[src/rtl/core/mrtu_pkg.sv]
package mrtu_pkg;

    localparam int MAX_FRAME_DEFAULT = 64;

    localparam logic [15:0] CRC_INIT = 16'hFFFF;
    localparam logic [15:0] CRC_POLY = 16'hA001;

    localparam logic [7:0] FN_READ     = 8'h03;
    localparam logic [7:0] FN_WRITE    = 8'h06;
    localparam logic [7:0] READ_LENGTH = 8'd5;

    localparam logic [7:0] OWN_ADDRESS_RST = 8'd1;
    localparam logic [7:0] BCAST_ADDRESS_RST = 8'd0;
    localparam logic [7:0] IDLE_TICKS_RST = 8'd4;
    localparam logic [7:0] GAP_TICKS_RST = 8'd2;
    localparam logic [7:0] MIN_LENGTH_RST = 8'd4;

    localparam int CFG_ADDR_W = 5;

    // Register indexes on the configuration port (byte address / 4).
    localparam logic [2:0] REG_OWN_ADDRESS   = 3'd0;
    localparam logic [2:0] REG_BCAST_ADDRESS = 3'd1;
    localparam logic [2:0] REG_IDLE_TICKS    = 3'd2;
    localparam logic [2:0] REG_GAP_TICKS     = 3'd3;
    localparam logic [2:0] REG_MIN_LENGTH    = 3'd4;

    typedef enum logic [1:0] {
        MODE_IDLE,
        MODE_RECEIVE,
        MODE_ERROR,
        MODE_IGNORE
    } t_mode;

    typedef enum logic [2:0] {
        VERDICT_READ_OK,
        VERDICT_WRITE_OK,
        VERDICT_BAD_FUNCTION,
        VERDICT_READ_LENGTH,
        VERDICT_CRC_BAD,
        VERDICT_SHORT,
        VERDICT_OVERRUN
    } t_verdict;

    typedef struct packed {
        logic [7:0] own_address;
        logic [7:0] broadcast_address;
        logic [7:0] idle_ticks;
        logic [7:0] gap_ticks;
        logic [7:0] min_length;
    } t_cfg;

    typedef struct packed {
        logic       is_broadcast;
        t_verdict   verdict;
        logic [7:0] frame_length;
        logic [7:0] first_data;
        logic [7:0] register_addr;
        logic [7:0] function_code;
        logic [7:0] station;
    } t_result;

    // One byte of the reflected CRC-16 used by Modbus RTU.
    function automatic logic [15:0] crc16_byte(input logic [15:0] crc_in,
                                               input logic [7:0] data);
        logic [15:0] c;
        c = crc_in ^ {8'h00, data};
        for (int i = 0; i < 8; i++) begin
            c = c[0] ? ((c >> 1) ^ CRC_POLY) : (c >> 1);
        end
        return c;
    endfunction

endpackage

[src/rtl/core/mrtu_regs.sv]
module mrtu_regs (
    input  logic                              i_clk,
    input  logic                              i_rst_n,
    input  logic                              psel,
    input  logic                              penable,
    input  logic                              pwrite,
    input  logic [mrtu_pkg::CFG_ADDR_W-1:0]   paddr,
    input  logic [31:0]                       pwdata,
    output logic [31:0]                       prdata,
    output logic                              pready,
    output mrtu_pkg::t_cfg                    o_cfg
);
    import mrtu_pkg::*;

    t_cfg r_cfg;
    logic [2:0] reg_index;
    logic [7:0] read_value;

    assign reg_index = paddr[CFG_ADDR_W-1:2];
    assign pready = 1'b1;
    assign o_cfg = r_cfg;

    always_ff @(posedge i_clk) begin
        if (!i_rst_n) begin
            r_cfg.own_address       <= OWN_ADDRESS_RST;
            r_cfg.broadcast_address <= BCAST_ADDRESS_RST;
            r_cfg.idle_ticks        <= IDLE_TICKS_RST;
            r_cfg.gap_ticks         <= GAP_TICKS_RST;
            r_cfg.min_length        <= MIN_LENGTH_RST;
        end else if (psel && penable && pwrite) begin
            case (reg_index)
                REG_OWN_ADDRESS:   r_cfg.own_address       <= pwdata[7:0];
                REG_BCAST_ADDRESS: r_cfg.broadcast_address <= pwdata[7:0];
                REG_IDLE_TICKS:    r_cfg.idle_ticks        <= pwdata[7:0];
                REG_GAP_TICKS:     r_cfg.gap_ticks         <= pwdata[7:0];
                REG_MIN_LENGTH:    r_cfg.min_length        <= pwdata[7:0];
                default: ;
            endcase
        end
    end

    always_comb begin
        case (reg_index)
            REG_OWN_ADDRESS:   read_value = r_cfg.own_address;
            REG_BCAST_ADDRESS: read_value = r_cfg.broadcast_address;
            REG_IDLE_TICKS:    read_value = r_cfg.idle_ticks;
            REG_GAP_TICKS:     read_value = r_cfg.gap_ticks;
            REG_MIN_LENGTH:    read_value = r_cfg.min_length;
            default:           read_value = 8'h00;
        endcase
    end

    assign prdata = {24'h000000, read_value};

endmodule

[src/rtl/core/modbus_rtu_frame_receiver.sv]
// Modbus RTU slave frame receiver.
// Input stream: each item is either a received byte (i_s_tuser = 0, byte in
// i_s_tdata) or one timer tick (i_s_tuser = 1). Frames addressed to the own or
// the broadcast station are counted and checked with a running CRC-16; frames
// for other stations are skipped until the line has been silent.
// Output stream: one item per addressed frame, issued on the tick that
// follows idle_ticks ticks of silence. It carries the verdict and the first
// four frame bytes together with the frame length. Every item is processed
// in the cycle it is accepted, so one item per cycle is sustained while
// o_s_tready is high; the per-byte CRC update is a single combinational step.
// Results go to the output register, or to the skid entry while it stalls.
// An output register plus a one-entry skid buffer sit behind the state logic.
// While the downstream side stalls, input items keep being taken until the
// skid entry also fills; o_s_tready then drops until the output moves.
// Synchronous reset returns the receiver to idle, clears both output entries
// and loads the configuration registers with their defaults. The APB port
// writes registers in its access phase and always answers with pready high.
module modbus_rtu_frame_receiver #(
    parameter int MAX_FRAME = mrtu_pkg::MAX_FRAME_DEFAULT
) (
    input  logic                            i_clk,
    input  logic                            i_rst_n,
    input  logic                            i_s_tvalid,
    output logic                            o_s_tready,
    input  logic [7:0]                      i_s_tdata,  // [7:0] rx_byte
    input  logic                            i_s_tuser,  // [0] operation
    output logic                            o_m_tvalid,
    input  logic                            i_m_tready,
    // [7:0] station, [15:8] function_code, [23:16] register_addr,
    // [31:24] first_data, [39:32] frame_length
    output logic [39:0]                     o_m_tdata,
    output logic [3:0]                      o_m_tuser,  // [2:0] verdict, [3] is_broadcast
    input  logic                            psel,
    input  logic                            penable,
    input  logic                            pwrite,
    input  logic [mrtu_pkg::CFG_ADDR_W-1:0] paddr,
    input  logic [31:0]                     pwdata,
    output logic [31:0]                     prdata,
    output logic                            pready
);
    import mrtu_pkg::*;

    localparam logic [7:0] MaxFrame = 8'(MAX_FRAME);

    t_cfg       cfg;
    t_mode      r_mode, n_mode;
    logic [7:0] r_count, n_count;
    logic [7:0] r_silence, n_silence;
    logic [15:0] r_crc, n_crc;
    logic [7:0] r_hdr [4];
    logic [3:0] hdr_we;

    logic       in_fire;
    logic       is_byte;
    logic       addr_match;
    logic       gap_ok;
    logic       silence_done;
    logic       res_valid;
    t_result    res;
    t_verdict   verdict;

    logic       r_out_valid;
    t_result    r_out;
    logic       r_skid_valid;
    t_result    r_skid;
    logic       out_fire;

    mrtu_regs u_regs (
        .i_clk   (i_clk),
        .i_rst_n (i_rst_n),
        .psel    (psel),
        .penable (penable),
        .pwrite  (pwrite),
        .paddr   (paddr),
        .pwdata  (pwdata),
        .prdata  (prdata),
        .pready  (pready),
        .o_cfg   (cfg)
    );

    assign o_s_tready   = !r_skid_valid;
    assign in_fire      = i_s_tvalid && o_s_tready;
    assign is_byte      = !i_s_tuser;
    assign addr_match   = (i_s_tdata == cfg.own_address)
                       || (i_s_tdata == cfg.broadcast_address);
    assign gap_ok       = r_silence < cfg.gap_ticks;
    assign silence_done = r_silence >= cfg.idle_ticks;

    // Next receive mode.
    always_comb begin
        n_mode = r_mode;
        if (in_fire) begin
            if (is_byte) begin
                case (r_mode)
                    MODE_IDLE:    n_mode = addr_match ? MODE_RECEIVE : MODE_IGNORE;
                    MODE_RECEIVE: begin
                        if (!(r_count < MaxFrame && gap_ok)) begin
                            n_mode = MODE_ERROR;
                        end
                    end
                    default:      n_mode = r_mode;
                endcase
            end else if (r_mode != MODE_IDLE && silence_done) begin
                n_mode = MODE_IDLE;
            end
        end
    end

    // Counters, CRC, header capture and the verdict strobe.
    always_comb begin
        n_count   = r_count;
        n_silence = r_silence;
        n_crc     = r_crc;
        hdr_we    = 4'b0000;
        res_valid = 1'b0;
        if (in_fire) begin
            if (is_byte) begin
                n_silence = 8'd0;
                case (r_mode)
                    MODE_IDLE: begin
                        if (addr_match) begin
                            n_count   = 8'd1;
                            hdr_we[0] = 1'b1;
                            n_crc     = crc16_byte(CRC_INIT, i_s_tdata);
                        end
                    end
                    MODE_RECEIVE: begin
                        if (r_count < 8'd4) begin
                            hdr_we[r_count[1:0]] = 1'b1;
                        end
                        if (r_count < MaxFrame && gap_ok) begin
                            n_crc = crc16_byte(r_crc, i_s_tdata);
                        end
                        if (r_count != 8'hFF) begin
                            n_count = r_count + 8'd1;
                        end
                    end
                    default: ;
                endcase
            end else if (r_mode != MODE_IDLE) begin
                if (!silence_done) begin
                    n_silence = r_silence + 8'd1;
                end else begin
                    n_count = 8'd0;
                    if (r_mode != MODE_IGNORE) begin
                        res_valid = 1'b1;
                        n_crc     = CRC_INIT;
                    end
                end
            end
        end
    end

    always_comb begin
        if (r_mode == MODE_ERROR) begin
            verdict = VERDICT_OVERRUN;
        end else if (r_count <= cfg.min_length) begin
            verdict = VERDICT_SHORT;
        end else if (r_crc != 16'h0000) begin
            verdict = VERDICT_CRC_BAD;
        end else if (r_count > 8'd1 && r_hdr[1] == FN_READ) begin
            verdict = (r_count == READ_LENGTH) ? VERDICT_READ_OK : VERDICT_READ_LENGTH;
        end else if (r_count > 8'd1 && r_hdr[1] == FN_WRITE) begin
            verdict = VERDICT_WRITE_OK;
        end else begin
            verdict = VERDICT_BAD_FUNCTION;
        end
    end

    // Header bytes past the end of the frame read as zero.
    always_comb begin
        res.verdict       = verdict;
        res.station       = (r_count > 8'd0) ? r_hdr[0] : 8'h00;
        res.function_code = (r_count > 8'd1) ? r_hdr[1] : 8'h00;
        res.register_addr = (r_count > 8'd2) ? r_hdr[2] : 8'h00;
        res.first_data    = (r_count > 8'd3) ? r_hdr[3] : 8'h00;
        res.frame_length  = r_count;
        res.is_broadcast  = (r_count > 8'd0) && (r_hdr[0] == cfg.broadcast_address);
    end

    always_ff @(posedge i_clk) begin
        if (!i_rst_n) begin
            r_mode    <= MODE_IDLE;
            r_count   <= 8'd0;
            r_silence <= 8'd0;
            r_crc     <= CRC_INIT;
        end else begin
            r_mode    <= n_mode;
            r_count   <= n_count;
            r_silence <= n_silence;
            r_crc     <= n_crc;
        end
    end

    always_ff @(posedge i_clk) begin
        for (int i = 0; i < 4; i++) begin
            if (hdr_we[i]) begin
                r_hdr[i] <= i_s_tdata;
            end
        end
    end

    // Output register with one skid entry behind it.
    assign out_fire = r_out_valid && i_m_tready;

    always_ff @(posedge i_clk) begin
        if (!i_rst_n) begin
            r_out_valid  <= 1'b0;
            r_skid_valid <= 1'b0;
        end else if (r_skid_valid) begin
            if (out_fire) begin
                r_out        <= r_skid;
                r_skid_valid <= 1'b0;
            end
        end else if (res_valid) begin
            if (!r_out_valid || out_fire) begin
                r_out       <= res;
                r_out_valid <= 1'b1;
            end else begin
                r_skid       <= res;
                r_skid_valid <= 1'b1;
            end
        end else if (out_fire) begin
            r_out_valid <= 1'b0;
        end
    end

    assign o_m_tvalid = r_out_valid;
    assign o_m_tdata  = {r_out.frame_length, r_out.first_data, r_out.register_addr,
                         r_out.function_code, r_out.station};
    assign o_m_tuser  = {r_out.is_broadcast, r_out.verdict};

endmodule

[config.mk]
export PLATFORM = sky130hd
export DESIGN_NAME = modbus_rtu_frame_receiver
export DESIGN_NICKNAME = d
export VERILOG_FILES = /design/src/rtl/core/mrtu_pkg.sv /design/src/rtl/core/mrtu_regs.sv /design/src/rtl/core/modbus_rtu_frame_receiver.sv
export SDC_FILE = /design/constraint.sdc
export NUM_CORES = 1
export LEC_CHECK = 0
export BUFFER_PORTS_ARGS = -buffer_cell sky130_fd_sc_hd__buf_2
export CAP_MARGIN = 20
export CORE_AREA = 2 2 142 144
export DETAILED_ROUTE_END_ITERATION = 16
export DIE_AREA = 0 0 144 146
export PLACE_DENSITY = 0.7
export SYNTH_ARGS = -nofsm -noshare
export SYNTH_HDL_FRONTEND = slang
export SYNTH_SLANG_ARGS = --single-unit
[constraint.sdc]
create_clock -name i_clk -period 3.8 [get_ports i_clk]
set_input_delay 0.95 -clock i_clk [delete_from_list [all_inputs] [get_ports i_clk]]
set_output_delay 0.95 -clock i_clk [all_outputs]
set_load 0.02 [all_outputs]
==> implementation parameters <==
Parameter                              Value

Routing
  Routed vias/inst    5.33
  Length of the first detailed-routing pass in iterations    5
  Routed Wire Length    20.2 mm
  Routed Antenna Nets    0
  DRC viols    0
  Number of DRC markers after the initial detailed-route iteration    326
  Total via count after detailed routing    6,261
  Met3 WL    1.24 mm
  Post-route met1 wirelength    9.21 mm
  Sum of met2 wire segment lengths after detailed routing    9.12 mm
  Highest metal used    met4
  Routed wirelength normalized by instance count    17.2 um

STA
  Headroom to the max-slew limit    0.397
  Time the worst path needs with I/O delays and setup    3.22 ns
  Number of pins exceeding their max-slew limit in the final report    0
  Unrepaired setup endpoints after global routing    no
  Final Cycle Share    0.849
  Final clock skew    0.0126 ns
  Worst-margin pin slew    0.899 ns
  Maximum frequency from static timing analysis    310 MHz
  Hold Vio Cnt, Final    0
  Total Neg Setup Slack    0 ns
  Final setup violating endpoints    0
  Final worst slack    0.575 ns

Flow run
  Number of violations of the max-capacitance limit    0

Synth
  Top_reg_cell synth    edfxtp_1
  Yosys warns    0
  Sequential fraction of the synthesis area    0.532
  Post-synthesis share of cell area spent on xor and xnor gates    0.0697
  Largest cells by area after synthesis    edfxtp_1 37%, dfxtp_1 16%, mux2i_1 6.1%, mux2_2 4.6%, xnor2_1 4.1%
  Most area-hungry cell type in the Yosys netlist    edfxtp_1
  Synthesized cell area    0.00964 mm^2
  Adder and majority gate portion of the synthesized area    0.0376
  Simple-gate share of the synthesized area    0.135
  Combinational family with the most area after synthesis    simple AND/OR/NAND/NOR gates
  Count of unique library cells instantiated by Yosys    68
  Compound-Gate Fraction of Synth Area    0.0696
  Share of flip-flops with an asynchronous set or reset after synthesis    0
  Flop and latch count out of synthesis    196
  Proportion of netlist area held by the largest area contributor    0.374
  Multiplexer share of the synthesized area    0.109
  Cells after Synth    820
  Mean Syn Cell Area    11.8 um^2
  Number of flops mapped to enable cells by yosys    120

Power
  VDD IR max    0.000301 V
  Static leakage power    4.22 nW
  Power per Cell Area    406 mW/mm^2

CTS
  Buffers inserted during post-CTS setup optimization    0
  CTS Buffer Depth    2
  Number of H-tree levels    4
  Total clock buffers created by CTS    17
  Master cell of the clock root buffer    clkbuf_16
  Clock Latency Late Sink    0.44 ns
  # resized after CTS    0
  CTS tree    yes
  Clock transition at the registers of the reported paths    0.06 ns
  CTS hold repair buffers    0
  CTS sink cnt    196

Place
  Port Buffer Count    80
  Post-placement worst setup slack    0.546 ns
  DP HPWL    14.2 mm
  Post-detailed-placement cell area    0.0103 mm^2
  Global placement routability congestion    0.817

Finish
  Area growth from synthesis to final layout    12.9%
  Most used cells in the layout excluding fill and tap cells    120 x edfxtp_1, 80 x buf_2, 76 x dfxtp_1
  Most common cell after layout, fill and taps aside    edfxtp_1
  Share of post-route cells with drive strength above 1    0.202
  Fin area    0.0109 mm^2
  Fill cell count    1,661
  Net count reported at finish    979
  ANT cells    0

Global routing
  Via count of the first global-routing pass    5,876
  GRT Resource Usage Total    0.197
  First-pass GRT wire length    31.7 mm
  Overall overflow remaining after global route    0
  Largest net degree at the start of global routing    62
  Antenna violations before repair    0

Run status
  Outcome    complete, no violations

Setup path
  Kind of cell adding the most delay to the critical path    buffers and inverters
  Series of cell instances along the critical path    buf_2 > nor2_1 > a21oi_1 > o22ai_1 > buf_2
  Critical path buffer and inverter count    2
  Largest fanout of any net on the critical path    21
  Slowest stage cell on the critical path    nor2_1
  Required time worst endpoint    2.85 ns
  Critical path's most frequent cell    buf_2
  Worst Setup Start Kind    primary input
  Maximum cell stage delay along the critical path    0.47 ns
  Worst endpoint data arrival time    2.27 ns
  Element type at the critical path end    output port
  Critical path class    primary input to output port

Worst hold path
  Worst hold path class    register to register

Die
  I/O pin cnt    132
  Number of cell rows    51
  Die height    146 um
  Area of the die    0.0210 mm^2
  Placeable core region    0.0193 mm^2
  Initial core utilization    0.499
  Die width    144 um
==> final timing paths <==
| check | cells after the start | end | slack [ns] | start |
|---|---|---|---|---|
| hold reg to reg | 2 | r_crc[12]$_SDFFE_PN1P_ | 0.50 | r_crc[12]$_SDFFE_PN1P_ |
| hold / removal | 2 | r_crc[12]$_SDFFE_PN1P_ | 0.50 | r_crc[12]$_SDFFE_PN1P_ |
| setup reg to reg | 9 | r_crc[0]$_SDFFE_PN1P_ | 0.84 | u_regs.o_cfg[12]$_SDFFE_PN0P_ |
| setup / recovery | 5 | prdata[7] | 0.58 | paddr[3] |
==> layer usage <==
metal | track usage | vias to the layer above
li1 | - | 3051
met1 | 0.274 | 2966
met2 | 0.300 | 205
met3 | 0.0359 | 39
met4 | 0.0877 | 0
met5 | 0 | -
==> Yosys cell counts, types with 3 or more instances <==
cell       instances
ha_1              29
a2111oi_0          3
dfxtp_1           76
or3_1              3
o21a_1             6
a31oi_1            9
a21o_1             3
nor3_1            12
o22ai_1            8
mux2_2            39
and2_1            26
nor4_1            10
clkbuf_1          24
xor2_1            18
buf_1              4
mux2i_1           59
inv_1             29
nor2b_1           52
o2111ai_1          6
xnor2_1           45
nand3_1           12
buf_2              5
or4_1              5
nand2b_1          10
a21oi_1           15
nor2_1            39
o211ai_1           4
and3_1             5
a21boi_0           4
o21ai_0           21
edfxtp_1         120
buf_4             25
nand2_1           41
nand4_1            8
==> power by group <==
part	total [mW]	switching, mW	internal, mW
logic	0.315	0.192	0.122
registers	2.27	0.0176	2.25
clock network	1.84	0.837	1.00
==> registers in the layout (all words and copies together), names as in the netlist <==
register / flops
r_skid_valid: 1
o_m_tvalid: 1
r_silence: 8
o_m_tuser: 4
r_mode: 2
r_crc: 16
r_hdr: 32
u_regs.o_cfg: 40
o_m_tdata: 40
r_count: 8
r_skid: 44
==> logic make-up (layout without fill, tap and decap cells) <==
family                   after synthesis  after routing
AO/OA/AOI/OAI                         98             98
XOR/XNOR                              69             69
adder cells (fa/ha/maj)               29             29
buffers and inverters                 90            157
flip-flops                           196            196
multiplexers                          99             99
other                                  2             25
AND/OR/NAND/NOR                      237            237
==> worst register-to-register path, cell delays in order (launching register included) <==
cell and delay, ns:
dfxtp_1 0.35, inv_1 0.07, ha_1 0.31, a21o_1 0.20, a2111oi_2 0.33, o21ai_0 0.22
a41oi_2 0.54, nand3_4 0.33, nor4_1 0.40, o31ai_1 0.10
==> metrics by stage <==
step                      hold WS, ns  power [mW]   util  std cells
after floorplan                 0.459        2.56      -        843
after global placement          0.488        2.62  0.532       1143
after detailed placement        0.489        2.63  0.532       1143
after CTS                       0.507        4.45  0.563       1175
after global routing            0.548        4.56  0.563       1175
final                           0.500        4.42  0.563       1175
==> area by class of cell <==
| class | count | area (um^2) | area share |
|---|---|---|---|
| multi-input combinational | 557 | 4170 | 0.383 |
| clock buffer | 17 | 425 | 0.0391 |
| clock inverter | 15 | 184 | 0.0169 |
| inverter | 30 | 113 | 0.0103 |
| sequential | 196 | 5120 | 0.471 |
| timing repair buffer | 95 | 538 | 0.0494 |
| tap | 265 | 332 | 0.0305 |
No activity file was read; power rests on OpenSTA's default activity.
